### config.mk
export PLATFORM = sky130hd
export DESIGN_NAME = motor_reversal_guard_pwm
export DESIGN_NICKNAME = d
export VERILOG_FILES = /design/src/rtl/mrg_pkg.sv /design/src/rtl/mrg_cfg.sv /design/src/rtl/mrg_span.sv /design/src/rtl/mrg_side.sv /design/src/rtl/motor_reversal_guard_pwm.sv
export VERILOG_INCLUDE_DIRS = /design/src /design/src/rtl
export SDC_FILE = /design/constraint.sdc
export NUM_CORES = 2
export LEC_CHECK = 0
export BUFFER_PORTS_ARGS = -buffer_cell sky130_fd_sc_hd__buf_2
export CAP_MARGIN = 20
export CORE_ASPECT_RATIO = 1.1
export CORE_UTILIZATION = 40
export DETAILED_ROUTE_END_ITERATION = 8
export GPL_ROUTABILITY_DRIVEN = 0
export PLACE_DENSITY_LB_ADDON = 0.12
export SLEW_MARGIN = 15
export SYNTH_ARGS = -nofsm -noshare
export SYNTH_HDL_FRONTEND = slang
export SYNTH_SLANG_ARGS = --single-unit
### constraint.sdc
create_clock -name clk -period 11.9 [get_ports clk]
set_clock_uncertainty 0.2 [all_clocks]
set_input_delay 0.595 -clock clk [delete_from_list [all_inputs] [get_ports clk]]
set_output_delay 0.595 -clock clk [all_outputs]
set_load 0.05 [all_outputs]
### src/rtl/motor_reversal_guard_pwm_defines.svh
`ifndef MOTOR_REVERSAL_GUARD_PWM_DEFINES_SVH
`define MOTOR_REVERSAL_GUARD_PWM_DEFINES_SVH

// same-cycle implication, checked outside reset
`define MRG_ASSERT_NOW(label, ante, cons, msg) \
    label: assert property (@(posedge clk) disable iff (!rst_n) (ante) |-> (cons)) \
        else $error(msg);

// next-cycle implication, checked outside reset
`define MRG_ASSERT_NEXT(label, ante, cons, msg) \
    label: assert property (@(posedge clk) disable iff (!rst_n) (ante) |=> (cons)) \
        else $error(msg);

`endif

### src/rtl/mrg_pkg.sv
package mrg_pkg;

    localparam int SPEED_W = 8;
    localparam int PULSE_W = 12;
    localparam int CNT_W   = 16;
    localparam int DIR_W   = 6;
    localparam int PHASE_W = 2;
    localparam int CFG_IDX_W  = 3;
    localparam int CFG_DATA_W = 16;

    localparam logic CMD_RADIO = 1'b0;
    localparam logic CMD_TICK  = 1'b1;

    localparam logic [1:0] LAST_BACK  = 2'd0;
    localparam logic [1:0] LAST_FRONT = 2'd1;
    localparam logic [1:0] LAST_NONE  = 2'd2;

    localparam logic [PHASE_W-1:0] PH_BRAKE  = 2'd0;
    localparam logic [PHASE_W-1:0] PH_DWELL  = 2'd1;
    localparam logic [PHASE_W-1:0] PH_NORMAL = 2'd2;

    localparam logic [CFG_IDX_W-1:0] REG_SPEED_CUTOFF  = 3'd0;
    localparam logic [CFG_IDX_W-1:0] REG_BRAKE_TICKS   = 3'd1;
    localparam logic [CFG_IDX_W-1:0] REG_DWELL_TICKS   = 3'd2;
    localparam logic [CFG_IDX_W-1:0] REG_SILENCE_LIMIT = 3'd3;
    localparam logic [CFG_IDX_W-1:0] REG_PULSE_MIN     = 3'd4;
    localparam logic [CFG_IDX_W-1:0] REG_PULSE_NEUTRAL = 3'd5;
    localparam logic [CFG_IDX_W-1:0] REG_PULSE_MAX     = 3'd6;

    // direction bit positions
    localparam int DB_LEFT_BACK   = 0;
    localparam int DB_LEFT_FRONT  = 3;
    localparam int DB_RIGHT_BACK  = 4;
    localparam int DB_RIGHT_FRONT = 5;

    localparam logic [PULSE_W-1:0] PULSE_TOP = 12'd4095;

    // floor(x / 255) = (x * DIV255_MULT) >> DIV255_SHIFT for x below 2^21
    localparam int SPAN_X_W = 21;
    localparam int DIV255_MULT_W = 24;
    localparam logic [DIV255_MULT_W-1:0] DIV255_MULT = 24'd8421505;
    localparam int DIV255_SHIFT = 31;
    localparam logic [SPAN_X_W-1:0] ROUND_HALF = 21'd127;

    typedef struct packed {
        logic [SPEED_W-1:0] speed_cutoff;
        logic [CNT_W-1:0]   brake_ticks;
        logic [CNT_W-1:0]   dwell_ticks;
        logic [CNT_W-1:0]   silence_limit;
        logic [PULSE_W-1:0] pulse_min_us;
        logic [PULSE_W-1:0] pulse_neutral_us;
        logic [PULSE_W-1:0] pulse_max_us;
    } cfg_t;

    localparam logic [PULSE_W-1:0] PULSE_MIN_RST     = 12'd1000;
    localparam logic [PULSE_W-1:0] PULSE_NEUTRAL_RST = 12'd1500;
    localparam logic [PULSE_W-1:0] PULSE_MAX_RST     = 12'd2000;

    localparam cfg_t CFG_RST = '{
        speed_cutoff:     8'd20,
        brake_ticks:      16'd50000,
        dwell_ticks:      16'd50000,
        silence_limit:    16'd5000,
        pulse_min_us:     PULSE_MIN_RST,
        pulse_neutral_us: PULSE_NEUTRAL_RST,
        pulse_max_us:     PULSE_MAX_RST
    };

    function automatic logic [PULSE_W-1:0] sat_pulse(input logic signed [14:0] v);
        logic [PULSE_W-1:0] r;
        if (v < 15'sd0)
            r = '0;
        else if (v > 15'sd4095)
            r = PULSE_TOP;
        else
            r = v[PULSE_W-1:0];
        return r;
    endfunction

    function automatic logic [PULSE_W-1:0] span_final(input logic [PULSE_W-1:0] base,
                                                      input logic [PULSE_W-1:0] q,
                                                      input logic neg);
        logic signed [14:0] b;
        logic signed [14:0] m;
        logic signed [14:0] s;
        b = $signed({3'b000, base});
        m = $signed({3'b000, q});
        s = neg ? (b - m) : (b + m);
        return sat_pulse(s);
    endfunction

    function automatic logic [PULSE_W-1:0] mirror(input logic [PULSE_W-1:0] neutral,
                                                  input logic [PULSE_W-1:0] v);
        logic signed [14:0] d;
        d = $signed({2'b00, neutral, 1'b0}) - $signed({3'b000, v});
        return sat_pulse(d);
    endfunction

endpackage

### src/rtl/mrg_cfg.sv
module mrg_cfg (
    input  logic                          clk,
    input  logic                          rst_n,
    input  logic                          we,
    input  logic [mrg_pkg::CFG_IDX_W-1:0] index,
    input  logic [mrg_pkg::CFG_DATA_W-1:0] data,
    output mrg_pkg::cfg_t                 cfg
);
    import mrg_pkg::*;

    cfg_t cfg_reg;

    always_ff @(posedge clk or negedge rst_n)
    begin
        if (!rst_n)
        begin
            cfg_reg <= CFG_RST;
        end
        else if (we)
        begin
            unique case (index)
                REG_SPEED_CUTOFF:  cfg_reg.speed_cutoff     <= data[SPEED_W-1:0];
                REG_BRAKE_TICKS:   cfg_reg.brake_ticks      <= data[CNT_W-1:0];
                REG_DWELL_TICKS:   cfg_reg.dwell_ticks      <= data[CNT_W-1:0];
                REG_SILENCE_LIMIT: cfg_reg.silence_limit    <= data[CNT_W-1:0];
                REG_PULSE_MIN:     cfg_reg.pulse_min_us     <= data[PULSE_W-1:0];
                REG_PULSE_NEUTRAL: cfg_reg.pulse_neutral_us <= data[PULSE_W-1:0];
                REG_PULSE_MAX:     cfg_reg.pulse_max_us     <= data[PULSE_W-1:0];
                default: ;
            endcase
        end
    end

    assign cfg = cfg_reg;

endmodule

### src/rtl/mrg_span.sv
module mrg_span (
    input  logic                        clk,
    input  logic                        en_mul,
    input  logic                        en_div,
    input  logic [mrg_pkg::SPEED_W-1:0] speed,
    input  logic [mrg_pkg::PULSE_W-1:0] base,
    input  logic [mrg_pkg::PULSE_W-1:0] top,
    output logic [mrg_pkg::PULSE_W-1:0] q,
    output logic                        neg
);
    import mrg_pkg::*;

    logic signed [12:0] diff;
    logic signed [21:0] prod;
    logic signed [21:0] mag;
    logic [SPAN_X_W-1:0] x;
    logic [SPAN_X_W+DIV255_MULT_W-1:0] t;

    logic [SPAN_X_W-1:0] x_reg;
    logic                neg1_reg;
    logic [PULSE_W-1:0]  q_reg;
    logic                neg2_reg;

    assign diff = $signed({1'b0, top}) - $signed({1'b0, base});
    assign prod = $signed({1'b0, speed}) * diff;
    assign mag  = prod[21] ? (22'sd0 - prod) : prod;
    assign x    = {1'b0, mag[19:0]} + ROUND_HALF;
    assign t    = x_reg * DIV255_MULT;

    always_ff @(posedge clk)
    begin
        if (en_mul)
        begin
            x_reg    <= x;
            neg1_reg <= prod[21];
        end
        if (en_div)
        begin
            q_reg    <= t[DIV255_SHIFT+PULSE_W-1:DIV255_SHIFT];
            neg2_reg <= neg1_reg;
        end
    end

    assign q   = q_reg;
    assign neg = neg2_reg;

endmodule

### src/rtl/mrg_side.sv
`include "motor_reversal_guard_pwm_defines.svh"

module mrg_side (
    input  logic                        clk,
    input  logic                        rst_n,
    input  mrg_pkg::cfg_t               cfg,
    input  logic                        upd,
    input  logic                        tick,
    input  logic [mrg_pkg::SPEED_W-1:0] speed,
    input  logic                        front,
    input  logic                        back,
    input  logic [mrg_pkg::PULSE_W-1:0] fwd_pulse,
    input  logic [mrg_pkg::PULSE_W-1:0] rev_pulse,
    output logic [mrg_pkg::PULSE_W-1:0] pulse,
    output logic [mrg_pkg::PHASE_W-1:0] phase
);
    import mrg_pkg::*;

    logic [1:0]         last_reg, last_next;
    logic               blocked_reg, blocked_next;
    logic [PHASE_W-1:0] phase_reg, phase_next;
    logic [CNT_W-1:0]   cnt_reg, cnt_next;
    logic               rev;

    assign rev = (front && last_reg == LAST_BACK) || (back && last_reg == LAST_FRONT);

    always_comb
    begin
        last_next    = last_reg;
        blocked_next = blocked_reg;
        phase_next   = phase_reg;
        cnt_next     = cnt_reg;
        pulse        = cfg.pulse_neutral_us;
        if (tick)
        begin
            if (cnt_reg != '0)
                cnt_next = cnt_reg - 16'd1;
        end
        else
        begin
            if (rev)
            begin
                if (!blocked_reg)
                begin
                    blocked_next = 1'b1;
                    cnt_next     = cfg.brake_ticks;
                    pulse        = cfg.pulse_min_us;
                    phase_next   = PH_BRAKE;
                end
                else
                begin
                    blocked_next = 1'b0;
                    phase_next   = PH_NORMAL;
                end
            end
            if (!blocked_next)
            begin
                if (front)
                begin
                    if (speed > cfg.speed_cutoff)
                        pulse = fwd_pulse;
                    last_next = LAST_FRONT;
                end
                else if (back)
                begin
                    if (speed > cfg.speed_cutoff)
                        pulse = rev_pulse;
                    last_next = LAST_BACK;
                end
            end
            else
            begin
                last_next = front ? LAST_FRONT : LAST_BACK;
                if (cnt_next == '0 && phase_next == PH_BRAKE)
                begin
                    cnt_next   = cfg.dwell_ticks;
                    phase_next = PH_DWELL;
                end
                else if (cnt_next == '0 && phase_next == PH_DWELL)
                begin
                    phase_next   = PH_NORMAL;
                    blocked_next = 1'b0;
                end
            end
        end
    end

    always_ff @(posedge clk or negedge rst_n)
    begin
        if (!rst_n)
        begin
            last_reg    <= LAST_NONE;
            blocked_reg <= 1'b0;
            phase_reg   <= PH_NORMAL;
            cnt_reg     <= '0;
        end
        else if (upd)
        begin
            last_reg    <= last_next;
            blocked_reg <= blocked_next;
            phase_reg   <= phase_next;
            cnt_reg     <= cnt_next;
        end
    end

    assign phase = phase_reg;

    `MRG_ASSERT_NOW(a_blocked_phase, blocked_reg, phase_reg != PH_NORMAL,
                    "blocked side in normal phase")
    `MRG_ASSERT_NOW(a_free_phase, !blocked_reg, phase_reg == PH_NORMAL,
                    "unblocked side outside normal phase")
    `MRG_ASSERT_NEXT(a_tick_count, upd && tick && cnt_reg != '0,
                     cnt_reg == $past(cnt_reg) - 16'd1, "countdown did not step")

endmodule

### src/rtl/motor_reversal_guard_pwm.sv
// channel  direction  handshake            payload
// cfg      in         cfg_we               cfg_index, cfg_data
// in       in         in_valid / in_stall  cmd, left_speed, right_speed, direction_bits,
//                                          weapon_speed
// out      out        out_valid / out_stall left_pulse_us, right_pulse_us, weapon_pulse_us,
//                                          left_phase, right_phase, failsafe_active
//
// One transaction per cycle sustained while out_stall is low; each result passes the input,
// multiply, divide-by-255 and guard stages into the output register.
// The guard and fail-safe state updates in the same cycle as the output register, so
// consecutive items see each other's effect with no gap.
// Reset (rst_n, async low) loads default registers, neutral/min held pulses, empty pipe.
// Stages hold under out_stall; empty stages still fill, so input stalls only when full.
`include "motor_reversal_guard_pwm_defines.svh"

module motor_reversal_guard_pwm (
    input  logic                           clk,
    input  logic                           rst_n,
    input  logic                           cfg_we,
    input  logic [mrg_pkg::CFG_IDX_W-1:0]  cfg_index,
    input  logic [mrg_pkg::CFG_DATA_W-1:0] cfg_data,
    input  logic                           in_valid,
    output logic                           in_stall,
    input  logic                           cmd,
    input  logic [mrg_pkg::SPEED_W-1:0]    left_speed,
    input  logic [mrg_pkg::SPEED_W-1:0]    right_speed,
    input  logic [mrg_pkg::DIR_W-1:0]      direction_bits,
    input  logic [mrg_pkg::SPEED_W-1:0]    weapon_speed,
    output logic                           out_valid,
    input  logic                           out_stall,
    output logic [mrg_pkg::PULSE_W-1:0]    left_pulse_us,
    output logic [mrg_pkg::PULSE_W-1:0]    right_pulse_us,
    output logic [mrg_pkg::PULSE_W-1:0]    weapon_pulse_us,
    output logic [mrg_pkg::PHASE_W-1:0]    left_phase,
    output logic [mrg_pkg::PHASE_W-1:0]    right_phase,
    output logic                           failsafe_active
);
    import mrg_pkg::*;

    cfg_t cfg;

    logic v0_reg, v1_reg, v2_reg, res_valid_reg;
    logic r0, r1, r2, r3;
    logic fire;

    logic               s0_cmd_reg, s1_cmd_reg, s2_cmd_reg;
    logic [DIR_W-1:0]   s0_dir_reg, s1_dir_reg, s2_dir_reg;
    logic [SPEED_W-1:0] s0_ls_reg, s1_ls_reg, s2_ls_reg;
    logic [SPEED_W-1:0] s0_rs_reg, s1_rs_reg, s2_rs_reg;
    logic [SPEED_W-1:0] s0_ws_reg;

    logic [PULSE_W-1:0] q_lf, q_lb, q_rf, q_rb, q_w;
    logic               n_lf, n_lb, n_rf, n_rb, n_w;
    logic [PULSE_W-1:0] lf_pulse, lb_pulse, rf_pulse, rb_pulse, w_pulse;
    logic [PULSE_W-1:0] lp, rp;
    logic               tick;

    logic [CNT_W-1:0]   silence_reg, silence_next, silence_inc;
    logic               failsafe_reg, failsafe_next;
    logic [PULSE_W-1:0] left_reg, left_next;
    logic [PULSE_W-1:0] right_reg, right_next;
    logic [PULSE_W-1:0] weapon_reg, weapon_next;

    mrg_cfg u_cfg (
        .clk   (clk),
        .rst_n (rst_n),
        .we    (cfg_we),
        .index (cfg_index),
        .data  (cfg_data),
        .cfg   (cfg)
    );

    assign r3 = !res_valid_reg || !out_stall;
    assign r2 = !v2_reg || r3;
    assign r1 = !v1_reg || r2;
    assign r0 = !v0_reg || r1;
    assign in_stall = !r0;
    assign fire = v2_reg && r3;

    always_ff @(posedge clk or negedge rst_n)
    begin
        if (!rst_n)
        begin
            v0_reg        <= 1'b0;
            v1_reg        <= 1'b0;
            v2_reg        <= 1'b0;
            res_valid_reg <= 1'b0;
        end
        else
        begin
            if (r0)
                v0_reg <= in_valid;
            if (r1)
                v1_reg <= v0_reg;
            if (r2)
                v2_reg <= v1_reg;
            if (r3)
                res_valid_reg <= v2_reg;
        end
    end

    always_ff @(posedge clk)
    begin
        if (r0)
        begin
            s0_cmd_reg <= cmd;
            s0_dir_reg <= direction_bits;
            s0_ls_reg  <= left_speed;
            s0_rs_reg  <= right_speed;
            s0_ws_reg  <= weapon_speed;
        end
        if (r1)
        begin
            s1_cmd_reg <= s0_cmd_reg;
            s1_dir_reg <= s0_dir_reg;
            s1_ls_reg  <= s0_ls_reg;
            s1_rs_reg  <= s0_rs_reg;
        end
        if (r2)
        begin
            s2_cmd_reg <= s1_cmd_reg;
            s2_dir_reg <= s1_dir_reg;
            s2_ls_reg  <= s1_ls_reg;
            s2_rs_reg  <= s1_rs_reg;
        end
    end

    mrg_span u_span_lf (
        .clk (clk), .en_mul (r1), .en_div (r2), .speed (s0_ls_reg),
        .base (cfg.pulse_neutral_us), .top (cfg.pulse_max_us), .q (q_lf), .neg (n_lf)
    );
    mrg_span u_span_lb (
        .clk (clk), .en_mul (r1), .en_div (r2), .speed (s0_ls_reg),
        .base (cfg.pulse_min_us), .top (cfg.pulse_neutral_us), .q (q_lb), .neg (n_lb)
    );
    mrg_span u_span_rf (
        .clk (clk), .en_mul (r1), .en_div (r2), .speed (s0_rs_reg),
        .base (cfg.pulse_neutral_us), .top (cfg.pulse_max_us), .q (q_rf), .neg (n_rf)
    );
    mrg_span u_span_rb (
        .clk (clk), .en_mul (r1), .en_div (r2), .speed (s0_rs_reg),
        .base (cfg.pulse_min_us), .top (cfg.pulse_neutral_us), .q (q_rb), .neg (n_rb)
    );
    mrg_span u_span_w (
        .clk (clk), .en_mul (r1), .en_div (r2), .speed (s0_ws_reg),
        .base (cfg.pulse_min_us), .top (cfg.pulse_max_us), .q (q_w), .neg (n_w)
    );

    assign lf_pulse = span_final(cfg.pulse_neutral_us, q_lf, n_lf);
    assign lb_pulse = span_final(cfg.pulse_min_us, q_lb, n_lb);
    assign rf_pulse = span_final(cfg.pulse_neutral_us, q_rf, n_rf);
    assign rb_pulse = span_final(cfg.pulse_min_us, q_rb, n_rb);
    assign w_pulse  = span_final(cfg.pulse_min_us, q_w, n_w);

    assign tick = (s2_cmd_reg == CMD_TICK);

    mrg_side u_left (
        .clk       (clk),
        .rst_n     (rst_n),
        .cfg       (cfg),
        .upd       (fire),
        .tick      (tick),
        .speed     (s2_ls_reg),
        .front     (s2_dir_reg[DB_LEFT_FRONT]),
        .back      (s2_dir_reg[DB_LEFT_BACK]),
        .fwd_pulse (lf_pulse),
        .rev_pulse (lb_pulse),
        .pulse     (lp),
        .phase     (left_phase)
    );

    mrg_side u_right (
        .clk       (clk),
        .rst_n     (rst_n),
        .cfg       (cfg),
        .upd       (fire),
        .tick      (tick),
        .speed     (s2_rs_reg),
        .front     (s2_dir_reg[DB_RIGHT_FRONT]),
        .back      (s2_dir_reg[DB_RIGHT_BACK]),
        .fwd_pulse (rf_pulse),
        .rev_pulse (rb_pulse),
        .pulse     (rp),
        .phase     (right_phase)
    );

    assign silence_inc = (silence_reg == '1) ? silence_reg : silence_reg + 16'd1;

    always_comb
    begin
        silence_next  = silence_reg;
        failsafe_next = failsafe_reg;
        left_next     = left_reg;
        right_next    = right_reg;
        weapon_next   = weapon_reg;
        if (!tick)
        begin
            silence_next  = '0;
            failsafe_next = 1'b0;
            left_next     = lp;
            right_next    = mirror(cfg.pulse_neutral_us, rp);
            weapon_next   = w_pulse;
        end
        else
        begin
            silence_next = silence_inc;
            if (silence_inc > cfg.silence_limit)
            begin
                failsafe_next = 1'b1;
                left_next     = cfg.pulse_neutral_us;
                right_next    = mirror(cfg.pulse_neutral_us, cfg.pulse_neutral_us);
                weapon_next   = cfg.pulse_min_us;
            end
        end
    end

    always_ff @(posedge clk or negedge rst_n)
    begin
        if (!rst_n)
        begin
            silence_reg  <= '0;
            failsafe_reg <= 1'b0;
            left_reg     <= PULSE_NEUTRAL_RST;
            right_reg    <= PULSE_NEUTRAL_RST;
            weapon_reg   <= PULSE_MIN_RST;
        end
        else if (fire)
        begin
            silence_reg  <= silence_next;
            failsafe_reg <= failsafe_next;
            left_reg     <= left_next;
            right_reg    <= right_next;
            weapon_reg   <= weapon_next;
        end
    end

    assign out_valid       = res_valid_reg;
    assign left_pulse_us   = left_reg;
    assign right_pulse_us  = right_reg;
    assign weapon_pulse_us = weapon_reg;
    assign failsafe_active = failsafe_reg;

    `MRG_ASSERT_NOW(a_failsafe_silence, failsafe_reg, silence_reg != '0,
                    "fail-safe set with no silence counted")
    `MRG_ASSERT_NEXT(a_stage_hold, v2_reg && !r3, v2_reg && $stable(s2_cmd_reg),
                     "guard stage lost a held transaction")
    `MRG_ASSERT_NEXT(a_fire_result, fire, res_valid_reg,
                     "processed transaction gave no result")

endmodule
After elaboration in Yosys (flattened, before gate mapping)
Index checks and enable logic that the tools add are counted.

word-level totals
  flip-flop bits (word level) = 443
  output and inout port bits = 43
  logic and storage cells = 267

cells by class
  $add $sub $neg = 28
  multipliers = 10
  $lt $le $gt $ge = 17
  eq/ne operators = 14
  muxes and demuxes = 95
  bitwise gates (word level) = 1
  reductions and logical operators = 45

operator list
  operator                  number
  $mux W12                  35
  $mux W16                  16
  $mul A21 B24 Y43 const B  5
  $mul A9 B13 Y22           5
  $add A20 B7 Y21 const B   5
  $sub A12 B12 Y13          8
  $mux W20                  5
  $sub A1 B20 Y20 const A   5
  $gt A15 B13 Y1 const B    5
  $lt A15 B1 Y1 const B     5
  $mux W15                  5
  $add A12 B12 Y13          5
  $mux W2                   18
  $logic_not A16 Y1         2
  $reduce_bool A16 Y1       2
  $sub A16 B1 Y16 const B   2
  $gt A14 B13 Y1 const B    2
  $lt A14 B1 Y1 const B     2
  $sub A13 B12 Y14          2
  $reduce_and A2 Y1         11
  $add A16 B1 Y16 const B   1
  $eq A16 B16 Y1 const B    1
  $gt A16 B16 Y1            1
  $gt A8 B8 Y1              2
  other kinds (14)          60

Logic depth before layout (Yosys ltp)
  depth after elaboration = 15
  depth in mapped cells = 41

Hierarchy
Synthesis repeated with hierarchy kept, for this count alone.

unflattened totals
  cells, all modules = 7431
  area, all modules = 66716.5 sq um

by module, submodules not included
  module                    instances  cells an instance  area each (sq um)  seq. area each (sq um)
  mrg_span (u_span_lb ...)  2          1011               9036.2             1051.0
  motor_reversal_guard_pwm  1          1429               12294.3            3583.4
  mrg_span (u_span_rb)      1          1047               9444.1             1051.0
  mrg_span (u_span_rf)      1          1050               9326.4             1051.0
  mrg_span (u_span_w)       1          1058               9257.6             1051.0
  mrg_side                  2          313                2336.0             528.0
  mrg_cfg                   1          199                3649.8             2349.8

Worst setup path after synthesis
OpenSTA, ideal clock, no wires.

  path type = register to register
  start point = register u_cfg.cfg_reg (netlist bit u_cfg.cfg[13])
  end point = register u_span_rf.x_reg[8] (data pin)
  arrival time = 8.894 ns
  required time = 11.434 ns
  path slack = 2.540 ns
  stages on the path, launching flop included = 41
  buffers on the path = 4
  clock period less this slack = 9.360 ns
  cell sequence = dfrtp_1 -> inv_1 -> ha_1 -> nor2b_1 -> o21ai_0 -> a21boi_0 -> o21ai_0 -> a21boi_0 -> o21ai_0 -> a21boi_0 -> o21ai_0 -> a21oi_1 -> xor2_1 -> clkbuf_1 -> nand2_1 -> fa_1 -> inv_1 -> fa_1 -> [... 5 more ...] -> buf_2 -> a21o_1 -> a221oi_1 -> o21a_1 -> a211o_1 -> nand3_1 -> inv_2 -> buf_2 -> buf_1 -> nor2_1 -> a21oi_1 -> ha_1 -> nand4_1 -> a2111oi_2 -> nor2_1 -> a22oi_1 -> o221ai_1 -> xor2_1

RTL lines
  element                 RTL line        text
  from (decl)             mrg_cfg.sv:11   cfg_t cfg_reg;
  $sub A12 B12 Y13        mrg_span.sv:24  assign diff = $signed({1'b0, top}) - $signed({1'b0, base});
  $mul A9 B13 Y22         mrg_span.sv:25  assign prod = $signed({1'b0, speed}) * diff;
  via u_span_rf.prod[21]  mrg_span.sv:14  logic signed [21:0] prod;
  $mux W20                mrg_span.sv:26  assign mag = prod[21] ? (22'sd0 - prod) : prod;
  $add A20 B7 Y21         mrg_span.sv:27  assign x = {1'b0, mag[19:0]} + ROUND_HALF;
  via u_span_rf.x[8]      mrg_span.sv:16  logic [SPAN_X_W-1:0] x;
  to (signal assigned)    mrg_span.sv:34  x_reg <= x;
  to (decl)               mrg_span.sv:19  logic [SPAN_X_W-1:0] x_reg;

The timed path passes the listed nets, and every way through them passes these cells.
A chain may end at the register's enable or synchronous reset.

Final worst setup path
  start point = register u_cfg.cfg_reg (netlist bit u_cfg.cfg[13])
  end point = register u_span_lb.x_reg[8] (data pin)

between the ends
  cells in the longest elaborated chain, start to end = 5

ends and longest elaborated chain
  element               RTL line
  $sub A12 B12 Y13 (*)  mrg_span.sv:24
  $mul A9 B13 Y22 (*)   mrg_span.sv:25
  $sub A1 B20 Y20       mrg_span.sv:26
  $mux W20 (*)          mrg_span.sv:26
  $add A20 B7 Y21 (*)   mrg_span.sv:27
  via u_span_lb.x[8]    mrg_span.sv:16
  to (signal assigned)  mrg_span.sv:34
  to (decl)             mrg_span.sv:19

Mark *: on every way through the listed nets, which the timed path passes. The rest lies on a longest branch.

==> impl_metrics.ini <==
[worst_hold_path]
min_path_type = in2reg

[finish]
drive_gt1_frac = 0.0742
synthToLayoutAreaGrowth_pct = 8.39
design_area_um2 = 68800
final_cells = 9278
fin_nets = 8734
largest_register_ffs = 92

[die]
die_x_um = 382
start_util = 0.405
die_area_um2 = 160000
die_h_um = 420
design.core.area_um2 = 157000
num_rows = 152
ioPinCount = 98

[drt]
remaining_drc_errors = 0
antenna_left = 0
via_count = 50024
drt_iter0_markers = 2537
drt-total-wl_mm = 176
wl_per_cell_um = 18.9
vias_per_cell = 5.39
drtPass1Iterations = 6

[sta]
fin_crit_ns = 10.63
tightest_slew_ns = 1.11
finalHoldViolations = 0
period_share = 0.893
maxSlewViolCount = 0
setup-tns-final_ns = 0
slew_headroom = 0.261
rsz0062_at_grt = false
setup-violations-final = 0
timing.fmax_mhz = 94.1

[global_routing]
grt_overflow = 0
antenna_found_initial = 6
grt_usage = 0.220
grt_max_degree = 89
first_global_vias = 50626
grt_pass1_wl_mm = 281

[cts]
clock_sinks = 437
h-tree-depth = 2
postCtsSetupRepairBufs = 0
cts_root_buffer = clkbuf_16
clk_pin_slew_ns = 0.06
insertion_delay_ns = 0.70
cts_buffer_depth = 3
cts_buffers = 56
cts_tree = done

[yosys]
synth-seq-area-share = 0.193
yosysWarnings = 0
async_reset_ff_frac = 0.437
synth.avg_cell_area_um2 = 8.93
yosysTopAreaCellShare = 0.205
synth-main-ff-cell = edfxtp_1
netlist_area_um2 = 63500
ys_types = 110
synth_enable_flop_cells = 246
synth_most_common_cell = inv_1
synth.net_count = 8693
ys_top_cells_by_area = ha_1 21%, fa_1 15%, edfxtp_1 12%
synth_top_area_cell = ha_1
ys_top_cells_by_count = 1080 x inv_1, 1040 x ha_1, 628 x nand2_1
ys_ff_latch = 437
syn-instance-count = 7109

[placed_design]
io_buffers = 95
dp.cells = 9134
place_hpwl_mm = 141
placed_cell_area_um2 = 66400

[critical_path]
path_max_fanout = 15
cp.required_ns = 12.11
cp_slowest_cell = o21a_1
cp-end-kind = register
arrival_ns = 10.84
crit_path_start_kind = register
crit_type = reg2reg
cp_slowest_stage_delay_ns = 0.64

[status]
status = finished clean

[job]
drv_cap = 0
==> final cells by class <==
cell class | instances | area (um2)
antenna | 1 | 2.50
clock buffer | 72 | 1560
clock inverter | 34 | 455
fill | 15467 | 87900
inverter | 1087 | 4080
multi-input combinational | 5355 | 46400
sequential | 437 | 12200
tap | 2079 | 2600
timing repair buffer | 213 | 1480
==> kinds of logic (layout without fill, tap and decap cells) <==
| family | after synthesis | after routing | synth area share |
|---|---|---|---|
| and+or+nand+nor | 1981 | 1981 | 0.155 |
| DFF | 437 | 437 | 0.193 |
| buffers and inverters | 1317 | 1406 | 0.0782 |
| muxes | 114 | 114 | 0.0198 |
| other | 0 | 1 | 0 |
| xor gates and xnor gates | 358 | 358 | 0.0502 |
| AOI/OAI and AO/OA | 1373 | 1373 | 0.144 |
| adders and majority gates | 1529 | 1529 | 0.359 |
==> placed cells by master (no fill, tap or decap), drive strengths merged, types with 240 or more instances in the layout <==
| cell | instances |
|---|---|
| inv | 1090 |
| ha | 1040 |
| nand2 | 628 |
| fa | 489 |
| nor2 | 364 |
| a21oi | 323 |
| o21ai | 307 |
| and2 | 248 |
| edfxtp | 246 |
| xnor2 | 240 |
==> worst max-delay path, delay by kind of cell (launching register included) <==
kind / cells / cell delay, ns
buffers and inverters: 6 / 1.05
flip-flops: 1 / 0.36
AO/OA/AOI/OAI: 13 / 3.76
XOR/XNOR: 2 / 0.30
AND/OR/NAND/NOR: 5 / 0.89
adder cells (fa/ha/maj): 7 / 3.03
multiplexers: 2 / 0.69
==> what timing repair did <==
action                     in CTS  in global routing
gates resized for setup         0                  0
hold buffers                   34                  0
hold endpoints to repair       93                  0
setup endpoints to repair       0                  0
==> per-layer routing <==
| metal | up-vias | track usage | routed length [um] |
|---|---|---|---|
| li1 | 24356 | - | - |
| met3 | 212 | 0.0203 | 6940 |
| met1 | 24434 | 0.283 | 77700 |
| met5 | - | 0 | 0 |
| met4 | 0 | 0.0635 | 5390 |
| met2 | 1022 | 0.388 | 85400 |
==> stage by stage <==
step | utilization | hold slack [ns] | setup WS, ns
6_report | 0.439 | 0.0389 | 1.27
3_5_place_dp | 0.424 | 0.205 | 1.31
3_3_place_gp | 0.423 | 0.201 | 1.49
2_1_floorplan | - | 0.0994 | 2.54
5_1_grt | 0.439 | 0.0162 | 0.614
4_1_cts | 0.439 | 0.00295 | 1.24
==> final timing paths <==
path	startpoint	end	slack (ns)	cells past startpoint
setup / recovery	u_cfg.cfg[13]$_DFFE_PN0P_	u_span_lb.x_reg[8]$_DFFE_PP_	1.27	35
hold / removal	cfg_data[12]	u_cfg.cfg[80]$_DFFE_PN0P_	0.04	2
max in group asynchronous	rst_n	u_left.cnt_reg[4]$_DFFE_PN0P_	9.30	4
setup reg to reg	u_cfg.cfg[13]$_DFFE_PN0P_	u_span_lb.x_reg[8]$_DFFE_PP_	1.27	35
hold reg to reg	s1_rs_reg[1]$_DFFE_PP_	s2_rs_reg[1]$_DFFE_PP_	0.22	0
min in group asynchronous	rst_n	silence_reg[4]$_DFFE_PN0P_	0.30	2
Power is left out: the tool's default activity adds up to more than one toggle a clock period on the data nets, which glitch-free logic cannot reach.
